File: config.mk
export PLATFORM = sky130hd
export DESIGN_NAME = xy_move_queue_planner
export DESIGN_NICKNAME = d
export VERILOG_FILES = /design/src/rtl/xymq_pkg.sv /design/src/rtl/xy_move_queue_planner.sv /design/src/rtl/xymq_div.sv
export SDC_FILE = /design/constraint.sdc
export NUM_CORES = 2
export LEC_CHECK = 0
export BUFFER_PORTS_ARGS = -buffer_cell sky130_fd_sc_hd__buf_2
export CAP_MARGIN = 40
export CORE_MARGIN = 2
export CORE_UTILIZATION = 45
export CTS_CLUSTER_DIAMETER = 80
export DETAILED_ROUTE_END_ITERATION = 8
export PLACE_DENSITY_LB_ADDON = 0.08
export RECOVER_POWER = 25
export SETUP_SLACK_MARGIN = 0.2
export SYNTH_ARGS = -nofsm -noshare
export SYNTH_HDL_FRONTEND = slang
export SYNTH_SLANG_ARGS = --single-unit
File: constraint.sdc
create_clock -name clk -period 16.65 [get_ports clk]
set_input_delay 0.8325 -clock clk [delete_from_list [all_inputs] [get_ports clk]]
set_output_delay 0.8325 -clock clk [all_outputs]
set_load 0.02 [all_outputs]
File: src/rtl/xymq_pkg.sv
package xymq_pkg;

    localparam int QUEUE_DEPTH_DEF = 16;

    localparam int POS_W    = 16;
    localparam int MAXSP_W  = 16;
    localparam int SPEED_W  = 24;
    localparam int SPEED_FRAC = SPEED_W - MAXSP_W;
    localparam int TIME_W   = 32;
    localparam int TOTAL_W  = 36;
    localparam int QLEN_W   = 5;

    localparam int DIV_DW = POS_W + SPEED_W;
    localparam int DIV_VW = SPEED_W;
    localparam int DIV_CW = $clog2(DIV_DW);

    localparam int S_TDATA_W = 72;
    localparam int M_TDATA_W = 160;

    localparam int CFG_ADDR_W = 1;
    localparam logic [CFG_ADDR_W-1:0] CFG_MAX_SPEED_X = 1'b0;
    localparam logic [CFG_ADDR_W-1:0] CFG_MAX_SPEED_Y = 1'b1;

    localparam logic [MAXSP_W-1:0] MAX_SPEED_RESET = 16'd1000;

    localparam logic ACT_ENQUEUE = 1'b0;
    localparam logic ACT_SERVICE = 1'b1;

    typedef struct packed {
        logic busy;
        logic done;
    } div_stat_t;

endpackage

File: src/rtl/xy_move_queue_planner.sv
// Two-axis move queue planner. An enqueue request plans per-axis speeds from the last
// stored stop so that both axes finish together, stores the move and returns speeds,
// move time, queued total and queue length; a service request pops the front move
// to an idle controller. All planning math runs through one 40-step restoring divider
// (one quotient bit per cycle), used up to four times per move: never for a service
// request or a zero-length move, once for a move along one axis and up to four times
// for a move along both axes. The block takes no new request while an item is in
// work. One finished result can wait in the output register while the next request
// is worked on; the next result then holds the block until the waiting one is taken.
module xy_move_queue_planner #(
    parameter int QUEUE_DEPTH = xymq_pkg::QUEUE_DEPTH_DEF
) (
    input  logic                                clk,
    input  logic                                rst_n,
    input  logic                                s_axis_tvalid,
    output logic                                s_axis_tready,
    // target_x, target_y, dwell_time, controller_idle
    input  logic [xymq_pkg::S_TDATA_W-1:0]      s_axis_tdata,
    // action
    input  logic [0:0]                          s_axis_tuser,
    output logic                                m_axis_tvalid,
    input  logic                                m_axis_tready,
    // x_speed, y_speed, move_time, total_time, queue_length, dispatch_valid,
    // dispatch_x, dispatch_y, queue_full_drop
    output logic [xymq_pkg::M_TDATA_W-1:0]      m_axis_tdata,
    input  logic                                cfg_we,
    input  logic [xymq_pkg::CFG_ADDR_W-1:0]     cfg_addr,
    input  logic [xymq_pkg::MAXSP_W-1:0]        cfg_wdata
);

    localparam int IDX_W = (QUEUE_DEPTH > 1) ? $clog2(QUEUE_DEPTH) : 1;
    localparam int CNT_W = $clog2(QUEUE_DEPTH + 1);
    localparam int POS_W = xymq_pkg::POS_W;
    localparam int SPD_W = xymq_pkg::SPEED_W;
    localparam int TM_W  = xymq_pkg::TIME_W;
    localparam int TOT_W = xymq_pkg::TOTAL_W;
    localparam int DW    = xymq_pkg::DIV_DW;
    localparam int ENT_W = 2 * POS_W + TM_W;

    typedef enum logic [3:0] {
        S_IDLE, S_PLAN, S_VX_DIV, S_VX_WAIT, S_VY_MUL, S_VY_DIV, S_VY_WAIT,
        S_TX_DIV, S_TX_WAIT, S_TY_DIV, S_TY_WAIT, S_COMMIT, S_SVC, S_OUT
    } state_t;

    state_t                      state_reg;
    logic                        out_valid_reg;
    logic [xymq_pkg::MAXSP_W-1:0] max_x_reg;
    logic [xymq_pkg::MAXSP_W-1:0] max_y_reg;
    logic [IDX_W-1:0]            head_reg;
    logic [IDX_W-1:0]            tail_reg;
    logic [CNT_W-1:0]            count_reg;
    logic [TOT_W-1:0]            total_reg;
    logic [POS_W-1:0]            last_x_reg;
    logic [POS_W-1:0]            last_y_reg;

    logic [POS_W-1:0]            tgt_x_reg;
    logic [POS_W-1:0]            tgt_y_reg;
    logic [TM_W-1:0]             dwell_reg;
    logic                        idle_reg;
    logic [POS_W-1:0]            dx_reg;
    logic [POS_W-1:0]            dy_reg;
    logic [DW-1:0]               prod_reg;
    logic [SPD_W-1:0]            vx_reg;
    logic [SPD_W-1:0]            vy_reg;
    logic [TM_W-1:0]             tx_t_reg;
    logic [TM_W-1:0]             ty_t_reg;

    logic [SPD_W-1:0]            res_xs_reg;
    logic [SPD_W-1:0]            res_ys_reg;
    logic [TM_W-1:0]             res_mt_reg;
    logic                        res_dv_reg;
    logic [POS_W-1:0]            res_dx_reg;
    logic [POS_W-1:0]            res_dy_reg;
    logic                        res_drop_reg;
    logic [xymq_pkg::M_TDATA_W-1:0] out_data_reg;

    logic [ENT_W-1:0]            mem [QUEUE_DEPTH];
    logic [ENT_W-1:0]            rd_data_reg;

    logic [POS_W-1:0]            in_x;
    logic [POS_W-1:0]            in_y;
    logic [TM_W-1:0]             in_dwell;
    logic                        in_idle;
    logic                        accept;
    logic [SPD_W-1:0]            mx;
    logic [SPD_W-1:0]            my;
    logic                        zero_move;
    logic                        queue_full;
    logic                        dispatch;
    logic                        out_free;
    logic [POS_W-1:0]            mul_a;
    logic [SPD_W-1:0]            mul_b;
    logic [DW-1:0]               mul_p;
    logic                        div_start;
    logic [DW-1:0]               div_dividend;
    logic [xymq_pkg::DIV_VW-1:0] div_divisor;
    xymq_pkg::div_stat_t         div_stat;
    logic [DW-1:0]               div_q;
    logic [SPD_W-1:0]            q_sat24;
    logic [TM_W-1:0]             q_sat32;
    logic [TM_W-1:0]             plan_time;
    logic [TM_W-1:0]             rd_t;
    logic [POS_W-1:0]            rd_x;
    logic [POS_W-1:0]            rd_y;
    logic [IDX_W-1:0]            tail_inc;
    logic [IDX_W-1:0]            head_inc;
    logic [xymq_pkg::M_TDATA_W-1:0] out_pack;

    assign in_x     = s_axis_tdata[POS_W-1:0];
    assign in_y     = s_axis_tdata[2*POS_W-1:POS_W];
    assign in_dwell = s_axis_tdata[2*POS_W+TM_W-1:2*POS_W];
    assign in_idle  = s_axis_tdata[2*POS_W+TM_W];

    assign s_axis_tready = (state_reg == S_IDLE);
    assign accept        = s_axis_tvalid && s_axis_tready;
    assign m_axis_tvalid = out_valid_reg;
    assign m_axis_tdata  = out_data_reg;
    assign out_free      = !out_valid_reg || m_axis_tready;

    assign mx = {max_x_reg, xymq_pkg::SPEED_FRAC'(0)};
    assign my = {max_y_reg, xymq_pkg::SPEED_FRAC'(0)};

    assign zero_move  = (dx_reg == '0) && (dy_reg == '0);
    assign queue_full = (count_reg == CNT_W'(QUEUE_DEPTH));
    assign dispatch   = (count_reg != '0) && idle_reg;

    assign rd_x = rd_data_reg[POS_W-1:0];
    assign rd_y = rd_data_reg[2*POS_W-1:POS_W];
    assign rd_t = rd_data_reg[ENT_W-1:2*POS_W];

    assign tail_inc = (tail_reg == IDX_W'(QUEUE_DEPTH - 1)) ? '0 : tail_reg + 1'b1;
    assign head_inc = (head_reg == IDX_W'(QUEUE_DEPTH - 1)) ? '0 : head_reg + 1'b1;

    // single shared multiplier
    assign mul_a = (state_reg == S_VY_MUL) ? dy_reg : dx_reg;
    assign mul_b = (state_reg == S_VY_MUL) ? mx : my;
    assign mul_p = DW'(mul_a) * DW'(mul_b);

    assign q_sat24 = (|div_q[DW-1:SPD_W]) ? '1 : div_q[SPD_W-1:0];
    assign q_sat32 = (|div_q[DW-1:TM_W]) ? '1 : div_q[TM_W-1:0];

    assign plan_time = zero_move ? dwell_reg :
                       ((tx_t_reg > ty_t_reg) ? tx_t_reg : ty_t_reg);

    always_comb
    begin
        div_start    = 1'b0;
        div_dividend = '0;
        div_divisor  = '0;
        unique case (state_reg)
            S_VX_DIV:
            begin
                div_start    = 1'b1;
                div_dividend = prod_reg;
                div_divisor  = xymq_pkg::DIV_VW'(dy_reg);
            end
            S_VY_DIV:
            begin
                div_start    = 1'b1;
                div_dividend = prod_reg;
                div_divisor  = xymq_pkg::DIV_VW'(dx_reg);
            end
            S_TX_DIV:
            begin
                div_start    = (dx_reg != '0) && (vx_reg != '0);
                div_dividend = {dx_reg, SPD_W'(0)};
                div_divisor  = vx_reg;
            end
            S_TY_DIV:
            begin
                div_start    = (dy_reg != '0) && (vy_reg != '0);
                div_dividend = {dy_reg, SPD_W'(0)};
                div_divisor  = vy_reg;
            end
            default:
            begin
                div_start = 1'b0;
            end
        endcase
    end

    xymq_div u_div (
        .clk      (clk),
        .rst_n    (rst_n),
        .start    (div_start),
        .dividend (div_dividend),
        .divisor  (div_divisor),
        .stat     (div_stat),
        .quotient (div_q)
    );

    always_ff @(posedge clk or negedge rst_n)
    begin
        if (!rst_n)
        begin
            state_reg     <= S_IDLE;
            out_valid_reg <= 1'b0;
            max_x_reg     <= xymq_pkg::MAX_SPEED_RESET;
            max_y_reg     <= xymq_pkg::MAX_SPEED_RESET;
            head_reg      <= '0;
            tail_reg      <= '0;
            count_reg     <= '0;
            total_reg     <= '0;
            last_x_reg    <= '0;
            last_y_reg    <= '0;
        end
        else
        begin
            if (cfg_we)
            begin
                unique case (cfg_addr)
                    xymq_pkg::CFG_MAX_SPEED_X:
                        max_x_reg <= (cfg_wdata == '0) ? xymq_pkg::MAXSP_W'(1) : cfg_wdata;
                    xymq_pkg::CFG_MAX_SPEED_Y:
                        max_y_reg <= (cfg_wdata == '0) ? xymq_pkg::MAXSP_W'(1) : cfg_wdata;
                endcase
            end

            if ((state_reg == S_OUT) && out_free)
                out_valid_reg <= 1'b1;
            else if (m_axis_tready)
                out_valid_reg <= 1'b0;

            unique case (state_reg)
                S_IDLE:
                begin
                    if (accept)
                        state_reg <= (s_axis_tuser[0] == xymq_pkg::ACT_SERVICE) ?
                                     S_SVC : S_PLAN;
                end
                S_PLAN:
                begin
                    if (zero_move)
                        state_reg <= S_COMMIT;
                    else if ((dx_reg == '0) || (dy_reg == '0))
                        state_reg <= S_TX_DIV;
                    else
                        state_reg <= S_VX_DIV;
                end
                S_VX_DIV:  state_reg <= S_VX_WAIT;
                S_VX_WAIT:
                begin
                    if (div_stat.done)
                        state_reg <= (div_q > DW'(mx)) ? S_VY_MUL : S_TX_DIV;
                end
                S_VY_MUL:  state_reg <= S_VY_DIV;
                S_VY_DIV:  state_reg <= S_VY_WAIT;
                S_VY_WAIT:
                begin
                    if (div_stat.done)
                        state_reg <= S_TX_DIV;
                end
                S_TX_DIV:  state_reg <= div_start ? S_TX_WAIT : S_TY_DIV;
                S_TX_WAIT:
                begin
                    if (div_stat.done)
                        state_reg <= S_TY_DIV;
                end
                S_TY_DIV:  state_reg <= div_start ? S_TY_WAIT : S_COMMIT;
                S_TY_WAIT:
                begin
                    if (div_stat.done)
                        state_reg <= S_COMMIT;
                end
                S_COMMIT:
                begin
                    if (!queue_full)
                    begin
                        tail_reg   <= tail_inc;
                        count_reg  <= count_reg + 1'b1;
                        total_reg  <= total_reg + TOT_W'(plan_time);
                        last_x_reg <= tgt_x_reg;
                        last_y_reg <= tgt_y_reg;
                    end
                    state_reg <= S_OUT;
                end
                S_SVC:
                begin
                    if (dispatch)
                    begin
                        head_reg  <= head_inc;
                        count_reg <= count_reg - 1'b1;
                        total_reg <= total_reg - TOT_W'(rd_t);
                    end
                    state_reg <= S_OUT;
                end
                S_OUT:
                begin
                    if (out_free)
                        state_reg <= S_IDLE;
                end
                default:   state_reg <= S_IDLE;
            endcase
        end
    end

    always_ff @(posedge clk)
    begin
        unique case (state_reg)
            S_IDLE:
            begin
                if (accept)
                begin
                    tgt_x_reg <= in_x;
                    tgt_y_reg <= in_y;
                    dwell_reg <= in_dwell;
                    idle_reg  <= in_idle;
                    dx_reg    <= (in_x > last_x_reg) ? in_x - last_x_reg : last_x_reg - in_x;
                    dy_reg    <= (in_y > last_y_reg) ? in_y - last_y_reg : last_y_reg - in_y;
                end
            end
            S_PLAN:
            begin
                prod_reg <= mul_p;
                vx_reg   <= (dy_reg == '0) ? mx : '0;
                vy_reg   <= my;
                tx_t_reg <= '0;
                ty_t_reg <= '0;
            end
            S_VX_WAIT:
            begin
                if (div_stat.done)
                    vx_reg <= (div_q > DW'(mx)) ? mx : div_q[SPD_W-1:0];
            end
            S_VY_MUL:
            begin
                prod_reg <= mul_p;
            end
            S_VY_WAIT:
            begin
                if (div_stat.done)
                    vy_reg <= q_sat24;
            end
            S_TX_DIV:
            begin
                // moving axis whose speed truncated to zero
                if ((dx_reg != '0) && (vx_reg == '0))
                    tx_t_reg <= '1;
            end
            S_TX_WAIT:
            begin
                if (div_stat.done)
                    tx_t_reg <= q_sat32;
            end
            S_TY_DIV:
            begin
                if ((dy_reg != '0) && (vy_reg == '0))
                    ty_t_reg <= '1;
            end
            S_TY_WAIT:
            begin
                if (div_stat.done)
                    ty_t_reg <= q_sat32;
            end
            S_COMMIT:
            begin
                res_xs_reg   <= zero_move ? '0 : vx_reg;
                res_ys_reg   <= zero_move ? '0 : vy_reg;
                res_mt_reg   <= plan_time;
                res_dv_reg   <= 1'b0;
                res_dx_reg   <= '0;
                res_dy_reg   <= '0;
                res_drop_reg <= queue_full;
            end
            S_SVC:
            begin
                res_xs_reg   <= '0;
                res_ys_reg   <= '0;
                res_mt_reg   <= dispatch ? rd_t : '0;
                res_dv_reg   <= dispatch;
                res_dx_reg   <= dispatch ? rd_x : '0;
                res_dy_reg   <= dispatch ? rd_y : '0;
                res_drop_reg <= 1'b0;
            end
            S_OUT:
            begin
                if (out_free)
                    out_data_reg <= out_pack;
            end
            default:
            begin
                prod_reg <= prod_reg;
            end
        endcase
    end

    always_comb
    begin
        out_pack = xymq_pkg::M_TDATA_W'({
            res_drop_reg,
            res_dy_reg,
            res_dx_reg,
            res_dv_reg,
            xymq_pkg::QLEN_W'(count_reg),
            total_reg,
            res_mt_reg,
            res_ys_reg,
            res_xs_reg
        });
    end

    // move store
    always_ff @(posedge clk)
    begin
        if ((state_reg == S_COMMIT) && !queue_full)
            mem[tail_reg] <= {plan_time, tgt_y_reg, tgt_x_reg};
        rd_data_reg <= mem[head_reg];
    end

    a_count_bound: assert property (@(posedge clk) disable iff (!rst_n)
        count_reg <= CNT_W'(QUEUE_DEPTH))
        else $error("queue count above depth");

    a_empty_ptrs: assert property (@(posedge clk) disable iff (!rst_n)
        (count_reg == '0) |-> (head_reg == tail_reg))
        else $error("empty queue with unequal pointers");

    a_div_free: assert property (@(posedge clk) disable iff (!rst_n)
        div_start |-> !div_stat.busy)
        else $error("divider started while busy");

    a_commit_count: assert property (@(posedge clk) disable iff (!rst_n)
        ((state_reg == S_COMMIT) && !queue_full) |=>
        (count_reg == CNT_W'($past(count_reg) + 1'b1)))
        else $error("stored move not counted");

endmodule

File: src/rtl/xymq_div.sv
module xymq_div (
    input  logic                          clk,
    input  logic                          rst_n,
    input  logic                          start,
    input  logic [xymq_pkg::DIV_DW-1:0]   dividend,
    input  logic [xymq_pkg::DIV_VW-1:0]   divisor,
    output xymq_pkg::div_stat_t           stat,
    output logic [xymq_pkg::DIV_DW-1:0]   quotient
);

    logic                          busy_reg;
    logic                          done_reg;
    logic [xymq_pkg::DIV_CW-1:0]   cnt_reg;
    logic [xymq_pkg::DIV_DW-1:0]   quo_reg;
    logic [xymq_pkg::DIV_VW-1:0]   rem_reg;
    logic [xymq_pkg::DIV_VW-1:0]   dvs_reg;

    logic [xymq_pkg::DIV_VW:0]     trial;
    logic [xymq_pkg::DIV_VW:0]     diff;
    logic                          ge;

    assign trial = {rem_reg, quo_reg[xymq_pkg::DIV_DW-1]};
    assign diff  = trial - {1'b0, dvs_reg};
    assign ge    = trial >= {1'b0, dvs_reg};

    always_ff @(posedge clk or negedge rst_n)
    begin
        if (!rst_n)
        begin
            busy_reg <= 1'b0;
            done_reg <= 1'b0;
            cnt_reg  <= '0;
        end
        else if (start)
        begin
            busy_reg <= 1'b1;
            done_reg <= 1'b0;
            cnt_reg  <= xymq_pkg::DIV_CW'(xymq_pkg::DIV_DW - 1);
        end
        else if (busy_reg)
        begin
            if (cnt_reg == '0)
            begin
                busy_reg <= 1'b0;
                done_reg <= 1'b1;
            end
            else
            begin
                cnt_reg <= cnt_reg - 1'b1;
            end
        end
        else
        begin
            done_reg <= 1'b0;
        end
    end

    // restoring, one quotient bit per cycle
    always_ff @(posedge clk)
    begin
        if (start)
        begin
            quo_reg <= dividend;
            rem_reg <= '0;
            dvs_reg <= divisor;
        end
        else if (busy_reg)
        begin
            quo_reg <= {quo_reg[xymq_pkg::DIV_DW-2:0], ge};
            rem_reg <= ge ? diff[xymq_pkg::DIV_VW-1:0] : trial[xymq_pkg::DIV_VW-1:0];
        end
    end

    assign stat.busy = busy_reg;
    assign stat.done = done_reg;
    assign quotient  = quo_reg;

endmodule
Word level (Yosys, flattened, before mapping). Memory sizes are Yosys's and may differ from the RTL's. A register that Yosys moved wholly into a read port is not among the register bits. Index checks and enable logic that the tools add are counted.

RAM bits: 1024. Memories kept: 1. Input port bits: 95. Output and inout port bits: 162. Flip-flop bits (word level): 732. Word-level logic and storage cells: 206.

Bitwise operators: 2. Reductions and logical operators: 50. $mul: 1. Add/sub/neg operators: 12. Muxes and demuxes: 72. Order comparisons: 5. Equality and inequality tests: 28.

Memory list: mem (words 16, bits a word 64, read ports 1, clocked after memory_dff 1, wr ports 1, RTL line xy_move_queue_planner.sv:77) `logic [ENT_W-1:0] mem [QUEUE_DEPTH];`.

Operators with widths (count): two-way mux 32 bit (7); two-way mux 24 bit (9); one-hot mux 24 bit (2 select lines) (4); one-hot mux 32 bit (3 select lines) (2); one-hot mux 40 bit (3 select lines) (1); two-way mux 16 bit (6); one-hot mux 24 bit (4 select lines) (1); two-way mux 40 bit (2); two-way mux 36 bit (2); one-hot mux 36 bit (2 select lines) (1); one-hot mux 16 bit (2 select lines) (2); one-hot mux 32 bit (2 select lines) (1); subtractor 16 bit (4); one-hot mux 4 bit (13 select lines) (1); zero test 16 bit (3); zero test 24 bit (2); nonzero test 24 bit (2); greater-than comparator 40 x 24 -> 1 bit (1); multiplier 16 x 24 -> 40 bit (1); two-way mux 4 bit (10); adder 36 x 32 -> 36 bit (1); subtractor 36 x 32 -> 36 bit (1); == test 4 bit, second input constant (8); greater-than comparator 16 bit (2); other kinds (38) (96).

Depth between registers and ports, before layout.
Word-level depth: 6. Depth in mapped cells: 34. Mapped depth without buffers: 30.

By module. From an unflattened synthesis, not the netlist that was laid out.

Cell total of the unflattened synthesis: 6101. Area total of the unflattened synthesis: 84792.6 um2.

By module, submodules not included: xy_move_queue_planner (area an instance 79596.3 um2, seq. area each 50313.3 um2, cells each 5625, instances 1); xymq_div (area an instance 5196.2 um2, seq. area each 2602.5 um2, cells each 476, instances 1).

Worst setup path after synthesis. No wires, ideal clock.

Path type: register to register. Start: register state_reg[2]. End: register out_data_reg, in the netlist m_axis_tdata[0], enable pin. Data required time: 15791 ps. Path slack: 4259 ps. Stages on the path, launching flop included: 5. Arrival time: 11532 ps. Setup time: 859 ps. Path buffers: 2. Clock period less this slack: 12391 ps. Path through: dfrtp_1 -> clkbuf_1 -> clkbuf_1 -> nand2_1 -> nor3_1.

Word-level cells in the longest chain between the ends: 2.

Ends and longest elaborated chain: from (decl) (RTL line xy_move_queue_planner.sv:45) `state_t state_reg;`; from (signal assigned) (RTL line xy_move_queue_planner.sv:228) `state_reg <= (s_axis_tuser[0] == xymq_pkg::ACT_SERVICE) ?`; from (signal assigned) (RTL line xy_move_queue_planner.sv:244) `state_reg <= (div_q > DW'(mx)) ? S_VY_MUL : S_TX_DIV;`; from (signal assigned) (RTL line xy_move_queue_planner.sv:253) `S_TX_DIV: state_reg <= div_start ? S_TX_WAIT : S_TY_DIV;`; == test 4 bit (RTL line xy_move_queue_planner.sv:299) `unique case (state_reg)`; AND reduction 2 bit (no line); to (signal assigned) (RTL line xy_move_queue_planner.sv:378) `out_data_reg <= out_pack;`; to (decl) (RTL line xy_move_queue_planner.sv:75) `logic [xymq_pkg::M_TDATA_W-1:0] out_data_reg;`.

No other way between the ends. A chain may end at the register's enable or synchronous reset.

Final worst setup path.
Start: register state_reg[3]. End: register prod_reg[38], data pin.

Word-level cells in the longest chain between the ends: 3. Elaborated cells between the ends (all ways): 4. Classes of those cells: mul (1); eq/ne (1); mux (2).

Ends and longest elaborated chain: == test 4 x 3 -> 1 bit * (RTL line xy_move_queue_planner.sv:135, xy_move_queue_planner.sv:136); two-way mux 16 bit / two-way mux 24 bit (equally long branches) (RTL line xy_move_queue_planner.sv:135, xy_move_queue_planner.sv:136); multiplier 16 x 24 -> 40 bit * (RTL line xy_move_queue_planner.sv:137) `assign mul_p = DW'(mul_a) * DW'(mul_b);`; net mul_p[38] (RTL line xy_move_queue_planner.sv:93) `logic [DW-1:0] mul_p;`; to (signal assigned) (RTL line xy_move_queue_planner.sv:314) `prod_reg <= mul_p;`; to (signal assigned) (RTL line xy_move_queue_planner.sv:327) `prod_reg <= mul_p;`; to (signal assigned) (RTL line xy_move_queue_planner.sv:382) `prod_reg <= prod_reg;`; to (decl) (RTL line xy_move_queue_planner.sv:62) `logic [DW-1:0] prod_reg;`.

Mark *: on every way through the listed nets, which the timed path passes. The rest lies on a longest branch.

==> flow_summary.toml <==
[critical_path]
worst_setup_path_end_kind = "flop"
r2r_slack_ns = 6.77
arrival_ns = 10.45
r2r_start = "state_reg[3]$_DFFE_PN0P_"
reg2reg_depth = 28
worstPathRequired_ns = 17.23
slowest_stage = "mux2i_1"
cp_common_cell = "fa_1"
cp_max_fo = 34
critPathMaxStageDelay_ns = 0.83
worstSetupPathType = "reg -> reg"
cp-start-kind = "flop"
worstReg2RegEnd = "prod_reg[38]$_DFFE_PP_"

[sta]
worst_pin_slew_ns = 4.85
max_slew_margin_pct = -224
post-route-period-util_pct = 59.3
setup_viol = 0
period_needed_ns = 9.88
fin_skew_ns = 0.0436
timing.final.ws_setup_ns = 6.77
hold_viol = 0
max_freq_mhz = 101
rsz0062_at_grt = "false"
drv_slew = 175
fin_tns_setup_ns = 0

[floorplan]
io_pins = 257
die_area_um2 = 193000
die_h_um = 439
num_rows = 159
start_util_pct = 45.3
die_x_um = 439
core_um2 = 188000

[hold_path]
hold_end = "dwell_reg[16]$_DFFE_PP_"
hold_start = "s_axis_tdata[48]"
hp-class = "in -> reg"
holdPathStages = 1

[placement]
hpwlAfterDp_mm = 153
gp_congestion = 0.900
place_ws_ns = 6.90
dp_cells = 8773
portBuffers = 244

[cells_and_area]
nets = 7053
final_util_pct = 51.2
syn_to_final_growth_pct = 13.0
stdcell_count = 9138
largest_register_ffs = 1024
drive_above_1_share_pct = 14.9

[logic_synthesis]
synth_simple_gate_area_share_pct = 6.95
synthFlopType = "edfxtp_1"
ys_seq_elements = 1812
synth.avg_cell_area_um2 = 13.8
ys_seq_area_share_pct = 62.2
ys_types = 110
synth_top_family_by_area = "compound AO/OA/AOI/OAI gates"
async_flop_share_pct = 6.95
synth-compound-area-share_pct = 9.15
synthMuxAreaShare_pct = 8.01
synthAdderAreaFrac_pct = 8.93
synth-edff-count = 1598
synthXorXnorAreaFrac_pct = 1.40
ys.warnings.count = 0
synth_area_um2 = 85100
synth_cells = 6167

[route]
num_vias = 51500
wl_per_cell_um = 25.6
ant_nets = 0
wl_mm = 234
via_per_inst = 5.64
drtIter0Drc = 4696
drc = 30
drt_first_pass_iters = 9

[grt]
use_met2_pct = 39.8
met3_usage_pct = 3.04
met1_usage_pct = 33.6
busiest_layer = "met2"
grt_pass1_vias = 51300
antenna_found_initial = 10
grt_pass1_wl_mm = 345
grt_overflow = 0
grt_usage_pct = 24.3
grt_max_degree = 141

[clock_tree]
worstSkewPairLatency_ns = 0.84
post_cts_buffers = 0
cts_buffers = 190
numClockSinks = 1812
clockBufferDepth = 3
path_clk_slew_ns = 0.06
cts_tree = "done"
h-tree-depth = 4
root_buffer = "clkbuf_16"

[outcome]
failed_checks = "design-rule violations, max-capacitance violations, max-slew violations"
status = "complete, but fails checks"

[run]
max-cap-violations = 4

[power]
power_density_nw_per_um2 = 168
leakage_nw = 35.3
vdd_ir_drop_max_v = 0.00116
total_power_w = 0.0162
## metrics by stage
| stage | hold WS (ns) | instance area (µm²) |
|---|---|---|
| floorplan | 0.400 | 85100 |
| CTS | 0.0966 | 96300 |
| detailed placement | 0.405 | 89900 |
| global route | 0.116 | 96100 |
| finish | 0.163 | 96100 |
| global placement | 0.402 | 89300 |
## critical path, delay by kind of cell, from the launching register on
| kind | cells | cell delay [ns] |
|---|---|---|
| xor gates and xnor gates | 1 | 0.14 |
| muxes | 1 | 0.83 |
| adders and majority gates | 7 | 3.41 |
| DFF | 1 | 0.62 |
| AOI/OAI and AO/OA | 7 | 2.08 |
| buffers and inverters | 7 | 1.47 |
| and+or+nand+nor | 5 | 1.05 |
## synthesized netlist by cell type, types with 61 or more instances
library cell | n | area share, %
edfxtp_1 | 1598 | 56
nand2_1 | 473 | 2.1
inv_1 | 461 | 2.0
o21ai_0 | 383 | 2.3
nor2_1 | 363 | 1.6
ha_1 | 286 | 4.2
a21oi_1 | 272 | 1.6
mux2i_1 | 261 | 3.1
clkbuf_1 | 218 | 0.96
fa_1 | 201 | 4.7
mux4_2 | 128 | 3.4
mux2_2 | 115 | 1.5
dfrtp_1 | 114 | 3.4
a22oi_1 | 102 | 0.90
dfxtp_1 | 88 | 2.1
xnor2_1 | 88 | 0.91
and2_1 | 76 | 0.56
a221oi_1 | 69 | 0.71
and3_1 | 65 | 0.48
a21o_1 | 61 | 0.54
## report_power, final
part           internal (W)  switching [W]
registers           0.00544       0.000136
logic               0.00233        0.00399
clock network       0.00247        0.00179
total                0.0102        0.00592
## layer usage
layer | up-vias | wire (µm)
met2 | 1444 | 113000
met5 | - | 25
met3 | 329 | 10900
li1 | 23400 | -
met1 | 26300 | 102000
met4 | 4 | 7370
## worst max path at each step
| stage | startpoint | slack [ns] | endpoint | depth (start not counted) |
|---|---|---|---|---|
| after global placement | state_reg[3]$_DFFE_PN0P_ | 6.79 | prod_reg[38]$_DFFE_PP_ | 28 |
| after detailed placement | state_reg[3]$_DFFE_PN0P_ | 6.90 | prod_reg[38]$_DFFE_PP_ | 28 |
| after global routing | state_reg[3]$_DFFE_PN0P_ | 6.29 | prod_reg[38]$_DFFE_PP_ | 28 |
| final | state_reg[3]$_DFFE_PN0P_ | 6.77 | prod_reg[38]$_DFFE_PP_ | 28 |
| after floorplan | state_reg[2]$_DFFE_PN0P_ | 4.26 | m_axis_tdata[0]$_DFFE_PP_ | 4 |
| after CTS | state_reg[3]$_DFFE_PN0P_ | 6.79 | prod_reg[38]$_DFFE_PP_ | 28 |
## placed cells by master, fill, tap and decap left out, types with 47 or more instances in the layout
| cell | Yosys | layout |
|---|---|---|
| a21o_1 | 61 | 61 |
| a21oi_1 | 272 | 272 |
| a221oi_1 | 69 | 69 |
| a22oi_1 | 102 | 102 |
| and2_1 | 76 | 62 |
| and3_1 | 65 | 61 |
| buf_2 | 8 | 205 |
| buf_4 | 6 | 112 |
| clkbuf_1 | 218 | 95 |
| clkbuf_16 | 0 | 195 |
| dfrtp_1 | 114 | 110 |
| dfxtp_1 | 88 | 88 |
| edfxtp_1 | 1598 | 1598 |
| fa_1 | 201 | 201 |
| ha_1 | 286 | 285 |
| inv_1 | 461 | 460 |
| mux2_2 | 115 | 115 |
| mux2i_1 | 261 | 261 |
| mux4_2 | 128 | 128 |
| nand2_1 | 473 | 472 |
| nand3_1 | 55 | 54 |
| nor2_1 | 363 | 355 |
| nor3_1 | 50 | 47 |
| o21ai_0 | 383 | 378 |
| xnor2_1 | 88 | 88 |
| xor2_1 | 48 | 48 |
## layout make-up
class / instances / area [µm²]
Clock buffer: 278 / 5510
Inverter: 464 / 1740
Antenna cell: 7 / 17.5
Sequential cell: 1812 / 52900
Timing Repair Buffer: 384 / 2530
Multi-Input combinational cell: 3619 / 29500
Clock inverter: 79 / 806
Tap cell: 2495 / 3120
Fill cell: 16100 / 91700
## repair_timing
item | CTS | global route
hold endpoints to repair | 26 | 0
hold buffers | 1 | 0
resized for setup | 0 | 0
## logic make-up (layout without fill, tap and decap cells)
logic type | after synthesis | in the layout
adders and majority gates | 487 | 487
AOI/OAI and AO/OA | 1211 | 1211
muxes | 506 | 506
xor gates and xnor gates | 136 | 136
DFF | 1812 | 1812
other | 1 | 12
and+or+nand+nor | 1274 | 1274
buffers and inverters | 740 | 1205
Power figures use the tool's default switching activity.
